===== src/hw/rtl/rdgs_pkg.sv =====
// Shared types and constants for the rectangle dimension and row-gap statistics block.
// Used by rdgs_accum, rdgs_div and the top level; depends on nothing else.
`default_nettype none

package rdgs_pkg;

  localparam int COORD_BITS = 12;
  localparam int TOTAL_BITS = 22;
  localparam int STEP_W     = $clog2(TOTAL_BITS);

  typedef logic [COORD_BITS-1:0] coord_t;
  typedef logic [TOTAL_BITS-1:0] total_t;

  localparam coord_t COORD_MAX    = {COORD_BITS{1'b1}};
  localparam total_t TOTAL_MAX    = {TOTAL_BITS{1'b1}};
  localparam coord_t DEFAULT_STEP = COORD_BITS'(10);

  // Extremes and overflow flag of one completed set.
  typedef struct packed {
    coord_t len_lo;
    coord_t len_hi;
    coord_t wid_lo;
    coord_t wid_hi;
    logic   overflow;
  } extremes_t;

endpackage

`default_nettype wire


===== src/hw/rtl/rdgs_accum.sv =====
// Running accumulators for extremes, saturating totals and counts of one set.
// On the last transfer the updated figures are frozen into result registers.
// Depends on rdgs_pkg.
`default_nettype none

module rdgs_accum #(
  parameter int MAX_ITEMS = 1024,
  parameter int CNT_W     = 11
) (
  input  wire                      clk,
  input  wire                      rst_n,
  input  wire                      take,
  input  wire                      last,
  input  wire rdgs_pkg::coord_t    length,
  input  wire rdgs_pkg::coord_t    width,
  input  wire rdgs_pkg::coord_t    row,
  output rdgs_pkg::extremes_t      res_ext,
  output rdgs_pkg::total_t         res_len_total,
  output rdgs_pkg::total_t         res_wid_total,
  output rdgs_pkg::total_t         res_gap_total,
  output logic [CNT_W-1:0]         res_item_count,
  output logic [CNT_W-1:0]         res_gap_count
);

  rdgs_pkg::extremes_t ext_r, ext_nxt;
  rdgs_pkg::total_t    len_total_r, len_total_nxt;
  rdgs_pkg::total_t    wid_total_r, wid_total_nxt;
  rdgs_pkg::total_t    gap_total_r, gap_total_nxt;
  logic [CNT_W-1:0]    item_count_r, item_count_nxt;
  logic [CNT_W-1:0]    gap_count_r, gap_count_nxt;
  rdgs_pkg::coord_t    prev_row_r;
  logic                have_prev_r;
  logic                room;
  logic                new_gap;
  rdgs_pkg::coord_t    row_diff;

  function automatic rdgs_pkg::total_t sat_add(rdgs_pkg::total_t a, rdgs_pkg::total_t b);
    logic [rdgs_pkg::TOTAL_BITS:0] s;
    s = {1'b0, a} + {1'b0, b};
    return s[rdgs_pkg::TOTAL_BITS] ? rdgs_pkg::TOTAL_MAX : s[rdgs_pkg::TOTAL_BITS-1:0];
  endfunction

  assign room     = (item_count_r < CNT_W'(MAX_ITEMS));
  assign new_gap  = have_prev_r && (row != prev_row_r);
  assign row_diff = (row > prev_row_r) ? (row - prev_row_r) : (prev_row_r - row);

  always_comb begin
    ext_nxt        = ext_r;
    len_total_nxt  = len_total_r;
    wid_total_nxt  = wid_total_r;
    gap_total_nxt  = gap_total_r;
    item_count_nxt = item_count_r;
    gap_count_nxt  = gap_count_r;
    if (length < ext_r.len_lo) ext_nxt.len_lo = length;
    if (length > ext_r.len_hi) ext_nxt.len_hi = length;
    if (width < ext_r.wid_lo) ext_nxt.wid_lo = width;
    if (width > ext_r.wid_hi) ext_nxt.wid_hi = width;
    if (room) begin
      len_total_nxt  = sat_add(len_total_r, rdgs_pkg::TOTAL_BITS'(length));
      wid_total_nxt  = sat_add(wid_total_r, rdgs_pkg::TOTAL_BITS'(width));
      item_count_nxt = item_count_r + CNT_W'(1);
      if (new_gap) begin
        gap_total_nxt = sat_add(gap_total_r, rdgs_pkg::TOTAL_BITS'(row_diff));
        gap_count_nxt = gap_count_r + CNT_W'(1);
      end
    end else begin
      ext_nxt.overflow = 1'b1;
    end
  end

  always_ff @(posedge clk) begin
    if (!rst_n || (take && last)) begin
      ext_r.len_lo <= rdgs_pkg::COORD_MAX;
      ext_r.len_hi <= '0;
      ext_r.wid_lo <= rdgs_pkg::COORD_MAX;
      ext_r.wid_hi <= '0;
      ext_r.overflow   <= 1'b0;
      len_total_r      <= '0;
      wid_total_r      <= '0;
      gap_total_r      <= '0;
      item_count_r     <= '0;
      gap_count_r      <= '0;
      prev_row_r       <= '0;
      have_prev_r      <= 1'b0;
    end else if (take) begin
      ext_r        <= ext_nxt;
      len_total_r  <= len_total_nxt;
      wid_total_r  <= wid_total_nxt;
      gap_total_r  <= gap_total_nxt;
      item_count_r <= item_count_nxt;
      gap_count_r  <= gap_count_nxt;
      prev_row_r   <= row;
      have_prev_r  <= 1'b1;
    end
  end

  // Frozen figures of the set that has just closed.
  always_ff @(posedge clk) begin
    if (take && last) begin
      res_ext        <= ext_nxt;
      res_len_total  <= len_total_nxt;
      res_wid_total  <= wid_total_nxt;
      res_gap_total  <= gap_total_nxt;
      res_item_count <= item_count_nxt;
      res_gap_count  <= gap_count_nxt;
    end
  end

endmodule

`default_nettype wire


===== src/hw/rtl/rdgs_div.sv =====
// Shared restoring divider, one quotient bit per cycle, quotient clamped to coordinate range.
// Depends on rdgs_pkg.
`default_nettype none

module rdgs_div #(
  parameter int DEN_W = 11
) (
  input  wire                     clk,
  input  wire                     rst_n,
  input  wire                     start,
  input  wire rdgs_pkg::total_t   dividend,
  input  wire [DEN_W-1:0]         divisor,
  output logic                    busy,
  output logic                    done,
  output rdgs_pkg::coord_t        quotient
);

  localparam int MSB = rdgs_pkg::TOTAL_BITS - 1;

  rdgs_pkg::total_t            quo_r;
  logic [DEN_W-1:0]            rem_r;
  logic [DEN_W-1:0]            den_r;
  logic [rdgs_pkg::STEP_W-1:0] step_r;
  logic                        busy_r;
  logic                        done_r;
  logic [DEN_W:0]              trial;
  logic [DEN_W:0]              diff;
  logic                        fits;

  assign trial = {rem_r, quo_r[MSB]};
  assign fits  = (trial >= {1'b0, den_r});
  assign diff  = trial - {1'b0, den_r};

  always_ff @(posedge clk) begin
    if (!rst_n) begin
      busy_r <= 1'b0;
      done_r <= 1'b0;
    end else begin
      done_r <= 1'b0;
      if (start) begin
        busy_r <= 1'b1;
      end else if (busy_r && (step_r == rdgs_pkg::STEP_W'(MSB))) begin
        busy_r <= 1'b0;
        done_r <= 1'b1;
      end
    end
  end

  always_ff @(posedge clk) begin
    if (start) begin
      quo_r  <= dividend;
      rem_r  <= '0;
      den_r  <= divisor;
      step_r <= '0;
    end else if (busy_r) begin
      rem_r  <= fits ? diff[DEN_W-1:0] : trial[DEN_W-1:0];
      quo_r  <= {quo_r[MSB-1:0], fits};
      step_r <= step_r + rdgs_pkg::STEP_W'(1);
    end
  end

  assign busy     = busy_r;
  assign done     = done_r;
  assign quotient = (|quo_r[MSB:rdgs_pkg::COORD_BITS]) ? rdgs_pkg::COORD_MAX
                                                       : quo_r[rdgs_pkg::COORD_BITS-1:0];

endmodule

`default_nettype wire


===== src/hw/rtl/rect_dimension_and_row_gap_stats_core.sv =====
// Throughput: items that are not last are taken one per cycle, back to back.
// A last item closes the set; three divisions then run in turn on the shared
// one-bit-per-cycle divider, and out_valid rises when the publish state loads the
// result, which waits while the output register still holds an unread result.
// The block takes no item until that result is loaded into the output register.
// Reset: synchronous, active low; clears all running statistics and the output valid.
`default_nettype none

module rect_dimension_and_row_gap_stats_core #(
  parameter int MAX_ITEMS = 1024
) (
  input  wire                    clk,
  input  wire                    rst_n,
  input  wire                    in_valid,
  output logic                   in_ready,
  input  wire rdgs_pkg::coord_t  in_rect_length,
  input  wire rdgs_pkg::coord_t  in_rect_width,
  input  wire rdgs_pkg::coord_t  in_scan_row,
  input  wire                    in_last_item,
  output logic                   out_valid,
  input  wire                    out_ready,
  output rdgs_pkg::coord_t       out_avg_length,
  output rdgs_pkg::coord_t       out_avg_width,
  output rdgs_pkg::coord_t       out_min_length,
  output rdgs_pkg::coord_t       out_max_length,
  output rdgs_pkg::coord_t       out_min_width,
  output rdgs_pkg::coord_t       out_max_width,
  output rdgs_pkg::coord_t       out_row_step,
  output logic                   out_overflow
);

  // The item count must be able to hold MAX_ITEMS itself.
  localparam int CNT_W = $clog2(MAX_ITEMS + 1);

  typedef enum logic [2:0] {
    ST_IDLE,
    ST_DIV_LEN,
    ST_DIV_WID,
    ST_DIV_GAP,
    ST_PUBLISH
  } state_t;

  state_t              state_r;
  logic                take;
  rdgs_pkg::extremes_t res_ext;
  rdgs_pkg::total_t    res_len_total;
  rdgs_pkg::total_t    res_wid_total;
  rdgs_pkg::total_t    res_gap_total;
  logic [CNT_W-1:0]    res_item_count;
  logic [CNT_W-1:0]    res_gap_count;
  logic                div_start;
  logic                div_busy;
  logic                div_done;
  rdgs_pkg::total_t    div_dividend;
  logic [CNT_W-1:0]    div_divisor;
  rdgs_pkg::coord_t    div_quotient;
  rdgs_pkg::coord_t    len_mean_r;
  rdgs_pkg::coord_t    wid_mean_r;
  rdgs_pkg::coord_t    row_step_r;
  logic                out_valid_r;
  logic                out_free;

  // Input transfers are taken only while no set is being closed off.
  assign in_ready = (state_r == ST_IDLE);
  assign take     = in_valid && in_ready;

  rdgs_accum #(
    .MAX_ITEMS (MAX_ITEMS),
    .CNT_W     (CNT_W)
  ) u_accum (
    .clk            (clk),
    .rst_n          (rst_n),
    .take           (take),
    .last           (in_last_item),
    .length         (in_rect_length),
    .width          (in_rect_width),
    .row            (in_scan_row),
    .res_ext        (res_ext),
    .res_len_total  (res_len_total),
    .res_wid_total  (res_wid_total),
    .res_gap_total  (res_gap_total),
    .res_item_count (res_item_count),
    .res_gap_count  (res_gap_count)
  );

  // The divider is launched once on entry to each division state: it is neither busy
  // nor just finished in that first cycle.
  assign div_start = ((state_r == ST_DIV_LEN) || (state_r == ST_DIV_WID) ||
                      (state_r == ST_DIV_GAP)) && !div_busy && !div_done;

  always_comb begin
    unique case (state_r)
      ST_DIV_WID: begin
        div_dividend = res_wid_total;
        div_divisor  = res_item_count;
      end
      ST_DIV_GAP: begin
        div_dividend = res_gap_total;
        div_divisor  = res_gap_count;
      end
      default: begin
        div_dividend = res_len_total;
        div_divisor  = res_item_count;
      end
    endcase
  end

  rdgs_div #(
    .DEN_W (CNT_W)
  ) u_div (
    .clk      (clk),
    .rst_n    (rst_n),
    .start    (div_start),
    .dividend (div_dividend),
    .divisor  (div_divisor),
    .busy     (div_busy),
    .done     (div_done),
    .quotient (div_quotient)
  );

  // The output register is free when empty or when its result is transferred now.
  assign out_free = !out_valid_r || out_ready;

  // Sequencer and output register. The item count is never zero once a set closes,
  // because the last item is counted unless the item limit is already reached; the
  // gap count may be zero, and then the default row step replaces the divider's answer.
  always_ff @(posedge clk) begin
    if (!rst_n) begin
      state_r     <= ST_IDLE;
      out_valid_r <= 1'b0;
    end else begin
      // A new result loaded in the publish state keeps the valid high instead.
      if (out_valid_r && out_ready && (state_r != ST_PUBLISH)) out_valid_r <= 1'b0;
      unique case (state_r)
        ST_IDLE: begin
          if (take && in_last_item) state_r <= ST_DIV_LEN;
        end
        ST_DIV_LEN: begin
          if (div_done) begin
            len_mean_r <= (res_item_count == '0) ? '0 : div_quotient;
            state_r    <= ST_DIV_WID;
          end
        end
        ST_DIV_WID: begin
          if (div_done) begin
            wid_mean_r <= (res_item_count == '0) ? '0 : div_quotient;
            state_r    <= ST_DIV_GAP;
          end
        end
        ST_DIV_GAP: begin
          if (div_done) begin
            row_step_r <= (res_gap_count == '0) ? rdgs_pkg::DEFAULT_STEP : div_quotient;
            state_r    <= ST_PUBLISH;
          end
        end
        ST_PUBLISH: begin
          if (out_free) begin
            out_valid_r    <= 1'b1;
            out_avg_length <= len_mean_r;
            out_avg_width  <= wid_mean_r;
            out_min_length <= res_ext.len_lo;
            out_max_length <= res_ext.len_hi;
            out_min_width  <= res_ext.wid_lo;
            out_max_width  <= res_ext.wid_hi;
            out_row_step   <= row_step_r;
            out_overflow   <= res_ext.overflow;
            state_r        <= ST_IDLE;
          end
        end
        default: begin
          state_r <= ST_IDLE;
        end
      endcase
    end
  end

  assign out_valid = out_valid_r;

endmodule

`default_nettype wire


===== config.mk =====
export PLATFORM = sky130hd
export DESIGN_NAME = rect_dimension_and_row_gap_stats_core
export DESIGN_NICKNAME = d
export VERILOG_FILES = /design/src/hw/rtl/rdgs_pkg.sv /design/src/hw/rtl/rdgs_accum.sv /design/src/hw/rtl/rdgs_div.sv /design/src/hw/rtl/rect_dimension_and_row_gap_stats_core.sv
export SDC_FILE = /design/constraint.sdc
export NUM_CORES = 1
export LEC_CHECK = 0
export BUFFER_PORTS_ARGS = -buffer_cell sky130_fd_sc_hd__buf_2
export CELL_PAD_IN_SITES_DETAIL_PLACEMENT = 1
export CELL_PAD_IN_SITES_GLOBAL_PLACEMENT = 2
export CORE_MARGIN = 2
export CORE_UTILIZATION = 40
export DETAILED_ROUTE_END_ITERATION = 10
export PLACE_DENSITY_LB_ADDON = 0.1
export SETUP_SLACK_MARGIN = 0.3
export SLEW_MARGIN = 10
export SYNTH_ARGS = -nofsm -noshare
export SYNTH_HDL_FRONTEND = slang
export SYNTH_SLANG_ARGS = --single-unit

===== constraint.sdc =====
create_clock -name clk -period 8.2 [get_ports clk]
set_clock_uncertainty 0.15 [all_clocks]
set_input_delay 1.23 -clock clk [delete_from_list [all_inputs] [get_ports clk]]
set_output_delay 1.23 -clock clk [all_outputs]
set_load 0.005 [all_outputs]

==> run summary, run 1 <==
worst slack, placed -> 1.50 ns
crit-path cells -> buf_2, inv_1, ha_1, nand4_2, a21o_1, and3_1, o31ai_4, mux2_2, o31ai_2, nand2_1, xor2_1, ha_1, and3_1, o2111ai_1, a311o_1, nor2_1, nor2_1, o21ai_0
Synth-to-Final Area Change -> 13.8%
largest net degree at the start of global routing -> 67
Seq/Total Area, Yosys -> 0.533
Max Clk Rate -> 163 MHz
drt wl/cell -> 19.1 microns
fin crit period -> 6.13 ns
total number of vias -> 16,500
CP Data Arrival Time -> 6.41 ns
Slew @ Worst Pin -> 1.12 ns
Pre-Repair DR Iteration Count -> 5
layout cell share with drive strength beyond 1 -> 0.132
die width -> 243 microns
vias in the first global route -> 17,000
setup bufs post-CTS -> 0
Worst Path Max Fanout -> 22
Reg clk slew, reported paths -> 0.06 ns
core area -> 56,400 sq um
Avg Cell Area, Syn -> 10.5 sq um
# diodes -> 0
CP top delay family -> compound AO/OA/AOI/OAI gates
Root Driver -> clkbuf_16
Critical Path Sink Type -> register
post-synth design cell area -> 22,800 sq um
initial antenna violation count -> 0
synthesized netlist cell count -> 2,184
Slowest cell on crit path -> o31ai_4
wire length of the first global-routing pass -> 94.2 mm
Final GP Congestion -> 0.780
Port Buffer Count -> 127
maximum vdd drop -> 0.155 mV
number of H-tree levels -> 2
Worst slew margin -> 0.254
CP required -> 8.49 ns
1st-iter DRT viols -> 685
post-DR vias/cell -> 5.38
Residual DRC -> 0
final setup fails -> 0
max cap viols -> 0
global-route usage over all layers -> 0.198
Netlist cell types -> 81
RSZ-0062 raised after global routing -> no
Fin. Hold Viols -> 0
EDFF count, synth -> 291
ys async rst share -> 0
Top Ports -> 128
final worst slack -> 2.07 ns
Crit Path Category -> input pin to register
placed cells -> 2,974
CP Buf/Inv Count -> 2
Setup TNS Final -> 0 ns
worst min path class -> register to register
die area -> 59,000 sq um
Inserted Clock Buffers -> 53
Routed Antenna Nets -> 0
flops & latches, synth -> 463
nets@finish -> 2,442
Pwr Density -> 236 nW/um^2
Initial Utilization -> 0.405
status -> finished clean
Worst path max stage delay -> 0.79 ns
CTS sink count -> 463
cts hold-fix bufs -> 0
CTS tree -> yes
P_leak -> 10.0 nW
Row Count -> 87
drt total wl -> 58.6 mm
max-slew violations -> 0
Ys Warns -> 0
hpwl dp -> 40.9 mm
Synth Flop Type -> edfxtp_1
post-CTS sizing -> 0
Worst Setup Start Kind -> input pin
Layout Cells excl Fill -> 3,074
worst-skew pair later-pin latency -> 0.61 ns
overflow left after global routing -> 0
Tot Pwr -> 6.13 mW
Max clock buf depth -> 3
synthesized net count -> 2,352
die height -> 243 microns
Tcrit/Tclk final -> 0.747
## where the power goes
| group | switching, mW | internal (mW) | leakage [nW] | total, mW |
|---|---|---|---|---|
| combinational | 0.587 | 0.380 | 5.03 | 0.967 |
| clock | 0.981 | 1.48 | 0.867 | 2.46 |
| sequential | 0.0808 | 2.63 | 4.14 | 2.71 |
## worst paths after layout
check                                                   startpoint                                 end  slack (ns)  depth (start not counted)
worst max-delay path                                in_scan_row[5]  u_accum.res_gap_total[7]$_DFFE_PP_        2.07                         18
worst max register to register  u_accum.prev_row_r[5]$_SDFFE_PP0P_  u_accum.res_gap_total[7]$_DFFE_PP_        2.52                         16
worst min register to register       u_accum.res_ext[34]$_DFFE_PP_         out_max_length[9]$_DFFE_PP_        0.27                          0
worst min-delay path                 u_accum.res_ext[34]$_DFFE_PP_         out_max_length[9]$_DFFE_PP_        0.27                          0
## cells in the mapped netlist (4+ instances only)
| library cell | count | area [sq um] |
|---|---|---|
| or2_2 | 12 | 75.1 |
| o21ai_0 | 141 | 706 |
| dfxtp_1 | 172 | 3440 |
| buf_1 | 12 | 45.0 |
| nor2_1 | 176 | 661 |
| xor2_1 | 34 | 298 |
| nor4_1 | 11 | 68.8 |
| nand4_1 | 20 | 125 |
| a21oi_1 | 165 | 826 |
| a211oi_1 | 32 | 240 |
| o21bai_1 | 5 | 37.5 |
| edfxtp_1 | 291 | 8740 |
| nand3_1 | 63 | 315 |
| o21ai_1 | 5 | 25.0 |
| clkbuf_1 | 75 | 282 |
| a311oi_1 | 11 | 96.3 |
| a41oi_1 | 4 | 35.0 |
| fa_1 | 6 | 120 |
| o2111ai_1 | 4 | 35.0 |
| xnor2_1 | 53 | 464 |
| a31oi_1 | 24 | 150 |
| a21o_1 | 30 | 225 |
| and3_1 | 21 | 131 |
| o311ai_0 | 4 | 35.0 |
| nand2_1 | 197 | 739 |
| inv_1 | 132 | 495 |
| buf_2 | 21 | 105 |
| ha_1 | 121 | 1510 |
| and2_1 | 12 | 75.1 |
| nand2b_1 | 13 | 81.3 |
| o221a_2 | 9 | 101 |
| mux2_1 | 7 | 78.8 |
| o211ai_1 | 17 | 128 |
| nor3_1 | 53 | 265 |
| a31o_2 | 6 | 52.6 |
| o21a_1 | 42 | 315 |
| mux2_2 | 29 | 327 |
| mux2i_1 | 47 | 470 |
| or3_1 | 16 | 100 |
| o22a_1 | 9 | 78.8 |
| o31ai_1 | 4 | 30.0 |
| nor2b_1 | 15 | 93.8 |
## cell usage in the layout (no fill, tap or decap), types with 42 or more instances in the layout
cell type and n:
nor3_1 51, o21a_1 42, edfxtp_1 291, nand3_1 63, inv_1 132, nor2_1 173, clkbuf_16 53, o21ai_0 141
a21oi_1 164, nand2_1 196, buf_2 127, ha_1 121, dfxtp_1 172, mux2i_1 47, xnor2_1 53
## routing by layer
metal  part of all wire  GRT usage  up-vias
met5                  0          0        -
met4              0.020     0.0475        0
met3              0.033     0.0311       73
met2               0.48      0.337      222
met1               0.47      0.263     8150
li1                   -          -     8094
## registers in the layout (all words and copies together) (netlist names), 12 cells and up
name,flops
u_accum.ext_r,49
u_accum.res_ext,49
u_accum.gap_total_r,22
u_accum.len_total_r,22
u_accum.res_gap_total,22
u_accum.res_len_total,22
u_accum.res_wid_total,22
u_accum.wid_total_r,22
u_div.quo_r,22
len_mean_r,12
out_avg_length,12
out_avg_width,12
out_max_length,12
out_max_width,12
out_min_length,12
out_min_width,12
out_row_step,12
row_step_r,12
u_accum.prev_row_r,12
wid_mean_r,12
## final cells by class
| class | count | area [sq um] |
|---|---|---|
| fill | 6226 | 30400 |
| sequential | 463 | 12200 |
| multi-input combinational | 1477 | 9770 |
| clock buffer | 67 | 1420 |
| tap | 756 | 946 |
| timing repair buffer | 147 | 790 |
| inverter | 132 | 495 |
| clock inverter | 32 | 387 |
## through the flow
step                instance area, sq um  utilization  hold slack, ns
floorplan                          22800            -           0.250
global placement                   24200        0.429           0.254
detailed placement                 24200        0.429           0.256
CTS                                26000        0.461           0.256
global route                       26000        0.461           0.273
finish                             26000        0.461           0.265
## cell families (layout without fill, tap and decap cells)
logic type / after synthesis / after routing / synth area share
simple gates: 628 / 628 / 0.127
compound gates: 552 / 552 / 0.155
flops: 463 / 463 / 0.533
buf+inv: 244 / 378 / 0.0422
fa+ha+maj: 127 / 127 / 0.0715
xor+xnor: 87 / 87 / 0.0334
mux: 83 / 83 / 0.0383
(Power assumes the default switching activity.)
==> run 2, diff against run 1 <==
--- a/config.mk
+++ b/config.mk
@@ -9,7 +9,7 @@
 export CELL_PAD_IN_SITES_DETAIL_PLACEMENT = 1
 export CELL_PAD_IN_SITES_GLOBAL_PLACEMENT = 2
 export CORE_MARGIN = 2
-export CORE_UTILIZATION = 40
+export CORE_UTILIZATION = 37
 export DETAILED_ROUTE_END_ITERATION = 10
 export PLACE_DENSITY_LB_ADDON = 0.1
 export SETUP_SLACK_MARGIN = 0.3
==> constraint.sdc (replaced) <==
create_clock -name clk -period 5.45 [get_ports clk]
set_clock_uncertainty 0.15 [all_clocks]
set_input_delay 0.8175 -clock clk [delete_from_list [all_inputs] [get_ports clk]]
set_output_delay 0.8175 -clock clk [all_outputs]
set_load 0.005 [all_outputs]
==> run 2 against run 1 <==
- sequential share of layout area decreased by 0.58 points
- via count decreased by 0.20%
- hold slack got worse by 0.0053 ns
- setup slack got worse by 1.5 ns
- die area increased by 8.0%
- core utilization decreased by 3.2 points
- global-route usage decreased by 0.79 points
- non-clock buffer count increased by 23
- wire length increased by 2.8%
- critical endpoint is now u_accum.res_gap_total[4]$_DFFE_PP_
- highest routed layer unchanged
==> run summary, run 2 (synthesis gave the netlist of run 1 again) <==
R2R cell count -> 16 (unchanged)
Finished Cell Area -> 26,300 sq um (+1.3%)
Pwr Density -> 355 nW/um^2 (+51%)
biggest regs -> u_accum.ext_r x49, u_accum.res_ext x49
CTS tree -> yes
Worst Setup Start Kind -> input pin
placed cells -> 3,032 (+2.0%)
global-route usage over all layers -> 0.190 (-0.00792)
Critical Path Sink Type -> register
max-slew violations -> 0 (unchanged)
Tot Pwr -> 9.35 mW (+52%)
die height -> 253 microns (+3.9%)
die area -> 63,800 sq um (+8.0%)
Placed Area -> 24,400 sq um (+1.1%)
drt total wl -> 60.2 mm (+2.8%)
CTS sink count -> 463 (unchanged)
most common cell after layout, fill and taps aside -> edfxtp_1
worst-skew pair later-pin latency -> 0.61 ns (about the same)
setup bufs post-CTS -> 0 (unchanged)
Worst slew margin -> 0.225 (-0.0285)
most frequent cells in the layout -> edfxtp_1 (291), nand2_1 (196), nor2_1 (172), dfxtp_1 (172), a21oi_1 (164)
Tcrit/Tclk final -> 0.891
core area -> 61,400 sq um (+8.8%)
final setup fails -> 0 (unchanged)
Root Driver -> clkbuf_16
CP startpoint -> in_scan_row[1]
status -> finished clean
total number of vias -> 16,500 (-0.20%)
hold_sp -> u_accum.res_ext[22]$_DFFE_PP_
Worst path max stage delay -> 0.49 ns (-0.30 ns)
fin crit period -> 4.86 ns
Reg clk slew, reported paths -> 0.06 ns (about the same)
initial antenna violation count -> 0 (unchanged)
RSZ-0062 raised after global routing -> no
Slew @ Worst Pin -> 1.16 ns (+0.0411 ns)
CP Data Arrival Time -> 5.15 ns (-1.26 ns)
Final GP Congestion -> 0.807 (+3.4%)
nets@finish -> 2,467 (+1.0%)
Synth-to-Final Area Change -> 15.2%
r2r endpoint -> u_accum.res_gap_total[4]$_DFFE_PP_
worst min path class -> register to register
Layout Cells excl Fill -> 3,135 (+2.0%)
Pre-Repair DR Iteration Count -> 4 (-1)
Critical Path End -> u_accum.res_gap_total[4]$_DFFE_PP_
Residual DRC -> 0 (unchanged)
Max clock buf depth -> 3 (unchanged)
cts hold-fix bufs -> 0 (unchanged)
Row Count -> 91 (+4.6%)
Port Buffer Count -> 127 (unchanged)
Fillers -> 6,720 (+7.9%)
Worst Path Max Fanout -> 4 (-82%)
Fin. Hold Viols -> 0 (unchanged)
hold slack -> 0.260 ns (-0.00529 ns)
RR Startpoint -> u_accum.prev_row_r[3]$_SDFFE_PP0P_
CP required -> 5.74 ns (-2.75 ns)
hpwl dp -> 42.3 mm (+3.6%)
drt wl/cell -> 19.2 microns (+0.76%)
max cap viols -> 0 (unchanged)
layout cell share with drive strength beyond 1 -> 0.148 (+0.0156)
Max Clk Rate -> 206 MHz
wire length of the first global-routing pass -> 95.8 mm (+1.8%)
Crit Path Category -> input pin to register
die width -> 253 microns (+3.9%)
Worst R2R Setup Slack -> 0.65 ns (-1.87 ns)
Inserted Clock Buffers -> 55 (+3.8%)
Routed Antenna Nets -> 0 (unchanged)
Most common cell on crit path -> ha_1
Initial Utilization -> 0.372 (-0.0329)
Top Ports -> 128 (unchanged)
largest net degree at the start of global routing -> 140 (+110%)
P_leak -> 10.2 nW (+1.7%)
1st-iter DRT viols -> 705 (+2.9%)
crit-path cells -> buf_2, inv_1, ha_1, nand4_1, or3_1, a221oi_1, o221ai_1, o31ai_2, nand2_1, xor2_1, ha_1, and3_1, o2111ai_1, a311o_1, buf_4, or2_2, o21a_1, o21ai_0
vias in the first global route -> 17,100 (+0.36%)
Slowest cell on crit path -> or3_1
post-DR vias/cell -> 5.27 (-2.1%)
maximum vdd drop -> 0.236 mV (+52%)
number of H-tree levels -> 2 (unchanged)
overflow left after global routing -> 0 (unchanged)
[run 2: cell count changes in the layout (fill, tap and decap cells not counted), sizes merged]
cell,delta
buf,+23
clkbuf,-7
diode,+1
clkinv,+10
[run 2: layout make-up]
| class | count | area, sq um | area share |
|---|---|---|---|
| clock buffers | 60 | 1430 | 0.0542 |
| clock inverters | 42 | 434 | 0.0165 |
| diodes | 1 | 2.50 | 0.0000951 |
| flip-flops and latches | 463 | 12200 | 0.463 |
| multi-input cells | 1477 | 9790 | 0.372 |
| well taps | 790 | 988 | 0.0376 |
| repair buffers | 170 | 996 | 0.0378 |
| inverters | 132 | 495 | 0.0188 |
[run 2: routing by layer]
layer	share of wire	track usage	vias up
met5	0	0	-
met2	0.48	0.317	172
li1	-	-	8135
met4	0.019	0.0465	0
met1	0.48	0.258	8134
met3	0.027	0.0298	65
[run 2: power breakdown]
group	total, mW	leakage [nW]	internal [mW]	switching, mW
Combinational	1.48	5.15	0.592	0.888
Sequential	4.07	4.14	3.95	0.122
Clock	3.80	0.917	2.27	1.53
Total	9.35	10.2	6.81	2.54
[run 2: critical path: cells and delay by family]
kind | cells | cell delay (ns)
AO/OA/AOI/OAI | 7 | 1.77
XOR/XNOR | 1 | 0.16
adder cells (fa/ha/maj) | 2 | 0.62
buffers and inverters | 3 | 0.40
AND/OR/NAND/NOR | 5 | 1.37
[run 2: stage by stage]
stage	worst slack, ns	utilization	TNS (ns)
after detailed placement	-0.129	0.398	-1.85
after global routing	0.292	0.429	0
after CTS	0.515	0.428	0
after global placement	0.0692	0.398	0
after floorplan	0.399	-	0
final	0.595	0.429	0
[run 2: worst min-delay path by stage]
stage | to | slack, ns | cells after the start
floorplan | out_avg_length[0]$_DFFE_PP_ | 0.25 | 0
global placement | out_min_length[3]$_DFFE_PP_ | 0.25 | 0
detailed placement | out_avg_width[3]$_DFFE_PP_ | 0.26 | 0
CTS | out_min_width[9]$_DFFE_PP_ | 0.26 | 0
global route | out_min_width[9]$_DFFE_PP_ | 0.27 | 0
finish | out_min_width[9]$_DFFE_PP_ | 0.26 | 0
[run 2: what timing repair did]
action                     4_1_cts  5_1_grt
gates resized for setup          0        5
setup endpoints to repair        0       27
hold endpoints to repair         0        0
==> run 3, diff against run 2 <==
--- a/config.mk
+++ b/config.mk
@@ -10,8 +10,9 @@
 export CELL_PAD_IN_SITES_GLOBAL_PLACEMENT = 2
 export CORE_MARGIN = 2
 export CORE_UTILIZATION = 37
+export CTS_CLUSTER_SIZE = 16
 export DETAILED_ROUTE_END_ITERATION = 10
-export PLACE_DENSITY_LB_ADDON = 0.1
+export PLACE_DENSITY_LB_ADDON = 0.2
 export SETUP_SLACK_MARGIN = 0.3
 export SLEW_MARGIN = 10
 export SYNTH_ARGS = -nofsm -noshare
==> run 3 against run 2 <==
- sequential power about the same
- design area down 0.30%
- global-route usage shrank 0.19 points
- clock power decreased by 3%
- core utilization decreased by 0.13 points
- wire length down 0.46%
- register-to-register slack got worse by 0.05 ns
- count of clock-buffer cells in the layout rose by 5
- sequential share of layout area rose by 0.14 points
- power down 1.3%
- sequential cell count unchanged
- setup slack worse by 0.028 ns
- largest power group unchanged
==> run summary, run 3 (synthesis gave the netlist of run 1 again) <==
max cap viols -> 0 (unchanged)
Root Driver -> clkbuf_16
total number of vias -> 16,500 (+0.19%)
Hold Crit Depth -> 0 (unchanged)
CTS tree -> yes
status -> finished clean
CP Buf/Inv Count -> 3 (unchanged)
biggest regs -> u_accum.ext_r x49, u_accum.res_ext x49
maximum vdd drop -> 0.230 mV (-2.6%)
Top Ports -> 128 (unchanged)
Flop pwr share -> 0.441 (+0.005)
worst min path class -> register to register
Clk pwr share -> 0.397 (-0.009)
die area -> 63,800 sq um (unchanged)
die height -> 253 microns (unchanged)
layout cell share with drive strength beyond 1 -> 0.145 (-0.00298)
Critical Path Sink Type -> register
Routed Antenna Nets -> 0 (unchanged)
overflow left after global routing -> 0 (unchanged)
Pwr Density -> 352 nW/um^2 (-0.98%)
largest net degree at the start of global routing -> 140 (unchanged)
cts hold-fix bufs -> 0 (unchanged)
Placed Area -> 24,400 sq um (about the same)
worst-skew pair later-pin latency -> 0.61 ns (about the same)
Slowest cell on crit path -> or3_1
final setup fails -> 0 (unchanged)
Worst Setup Start Kind -> input pin
Worst slew margin -> 0.260 (+0.0351)
Worst Path Max Fanout -> 7 (+3)
Residual DRC -> 0 (unchanged)
Initial Utilization -> 0.372 (unchanged)
Max clock buf depth -> 3 (unchanged)
Tcrit/Tclk final -> 0.896 (+0.00512)
Synth-to-Final Area Change -> 14.8%
max-slew violations -> 0 (unchanged)
most common cell after layout, fill and taps aside -> edfxtp_1
Logic pwr share -> 0.162 (+0.004)
post-CTS sizing -> 0 (unchanged)
Reg clk slew, reported paths -> 0.06 ns (about the same)
number of H-tree levels -> 2 (unchanged)
Inserted Clock Buffers -> 52 (-5.5%)
CP required -> 5.74 ns (about the same)
Sw Ratio -> 0.272 (about the same)
Final GP Congestion -> 0.816 (+1.1%)
nets@finish -> 2,462 (-0.20%)
P_leak -> 10.1 nW (-0.52%)
Pre-Repair DR Iteration Count -> 5 (+1)
global-route usage over all layers -> 0.188 (-0.00191)
CP Data Arrival Time -> 5.17 ns (+0.02 ns)
Crit Path Category -> input pin to register
Worst path max stage delay -> 0.48 ns (about the same)
RSZ-0062 raised after global routing -> no
Setup TNS Final -> 0 ns (unchanged)
vias in the first global route -> 17,300 (+1.4%)
wire length of the first global-routing pass -> 95.3 mm (-0.54%)
CP top delay family -> compound AO/OA/AOI/OAI gates
Finished Cell Area -> 26,200 sq um (-0.30%)
CP Depth -> 19 (+1)
drt wl/cell -> 19.2 microns (-0.21%)
R2R cell count -> 17 (+1)
Pint -> 6.72 mW (-1.3%)
final core utilization -> 0.428 (-0.00130)
fin crit period -> 4.88 ns (+0.0279 ns)
post-DR vias/cell -> 5.29 (+0.45%)
CTS sink count -> 463 (unchanged)
core area -> 61,400 sq um (unchanged)
initial antenna violation count -> 0 (unchanged)
hpwl dp -> 41.6 mm (-1.7%)
drt total wl -> 60.0 mm (-0.46%)
die width -> 253 microns (unchanged)
1st-iter DRT viols -> 659 (-6.5%)
hold slack -> 0.269 ns (+0.00846 ns)
Row Count -> 91 (unchanged)
P_sw -> 2.51 mW (-1.2%)
most frequent cells in the layout -> edfxtp_1 (291), nand2_1 (196), nor2_1 (172), dfxtp_1 (172), a21oi_1 (164)
setup bufs post-CTS -> 0 (unchanged)
Fin. Hold Viols -> 0 (unchanged)
crit-path cells -> buf_2, inv_1, ha_1, nand4_1, or3_1, a221oi_1, o221ai_1, o21a_1, o31ai_2, nand2_1, xor2_1, ha_1, and3_1, o2111ai_1, a311o_1, buf_4, or2_2, o21a_1, o21ai_0
Slew @ Worst Pin -> 1.11 ns (-0.0513 ns)
# diodes -> 0 (-1)
Port Buffer Count -> 127 (unchanged)
Max Clk Rate -> 205 MHz (-0.57%)
[run 3: metrics by stage]
stage               cells  power [mW]  setup slack, ns
global route         3127        9.69            0.311
global placement     3029        5.58          0.00952
floorplan            2184        5.18            0.399
finish               3127        9.23            0.567
CTS                  3126        9.35            0.380
detailed placement   3029        5.64           -0.245
[run 3: worst paths after layout]
kind	slack [ns]	end	start
setup / recovery	0.57	u_accum.res_gap_total[4]$_DFFE_PP_	in_scan_row[3]
setup reg to reg	0.60	u_accum.res_gap_total[4]$_DFFE_PP_	u_accum.prev_row_r[3]$_SDFFE_PP0P_
hold reg to reg	0.27	out_max_width[6]$_DFFE_PP_	u_accum.res_ext[7]$_DFFE_PP_
hold / removal	0.27	out_max_width[6]$_DFFE_PP_	u_accum.res_ext[7]$_DFFE_PP_
[run 3: layout make-up]
class	instances	area (sq um)
Fill cell	6741	35100
Sequential cell	463	12200
Multi-Input combinational cell	1477	9820
Clock buffer	65	1380
Tap cell	790	988
Timing Repair Buffer	168	985
Inverter	132	495
Clock inverter	32	390
[run 3: worst register-to-register path, stage by stage (launching register included)]
cell       delay, ns
dfxtp_1         0.32
ha_1            0.40
nand4_1         0.26
or3_1           0.48
a221oi_1        0.31
o221ai_1        0.22
o21a_1          0.23
o31ai_2         0.09
nand2_1         0.12
xor2_1          0.17
ha_1            0.36
and3_1          0.22
o2111ai_1       0.19
a311o_1         0.41
buf_4           0.18
or2_2           0.32
o21a_1          0.14
o21ai_0         0.14
[run 3: power by group through the flow]
stage	registers (mW)	clock network, mW	logic, mW
4_1_cts	4.07	3.78	1.50
3_3_place_gp	4.14	0	1.44
6_report	4.07	3.67	1.49
3_5_place_dp	4.15	0	1.49
2_1_floorplan	4.10	0	1.09
5_1_grt	4.09	3.92	1.68
[run 3: layer usage]
metal	GRT usage	share of wire	vias up
li1	-	-	8124
met1	0.246	0.46	8138
met2	0.324	0.48	205
met3	0.0287	0.034	71
met4	0.0475	0.021	0
met5	0	0	-
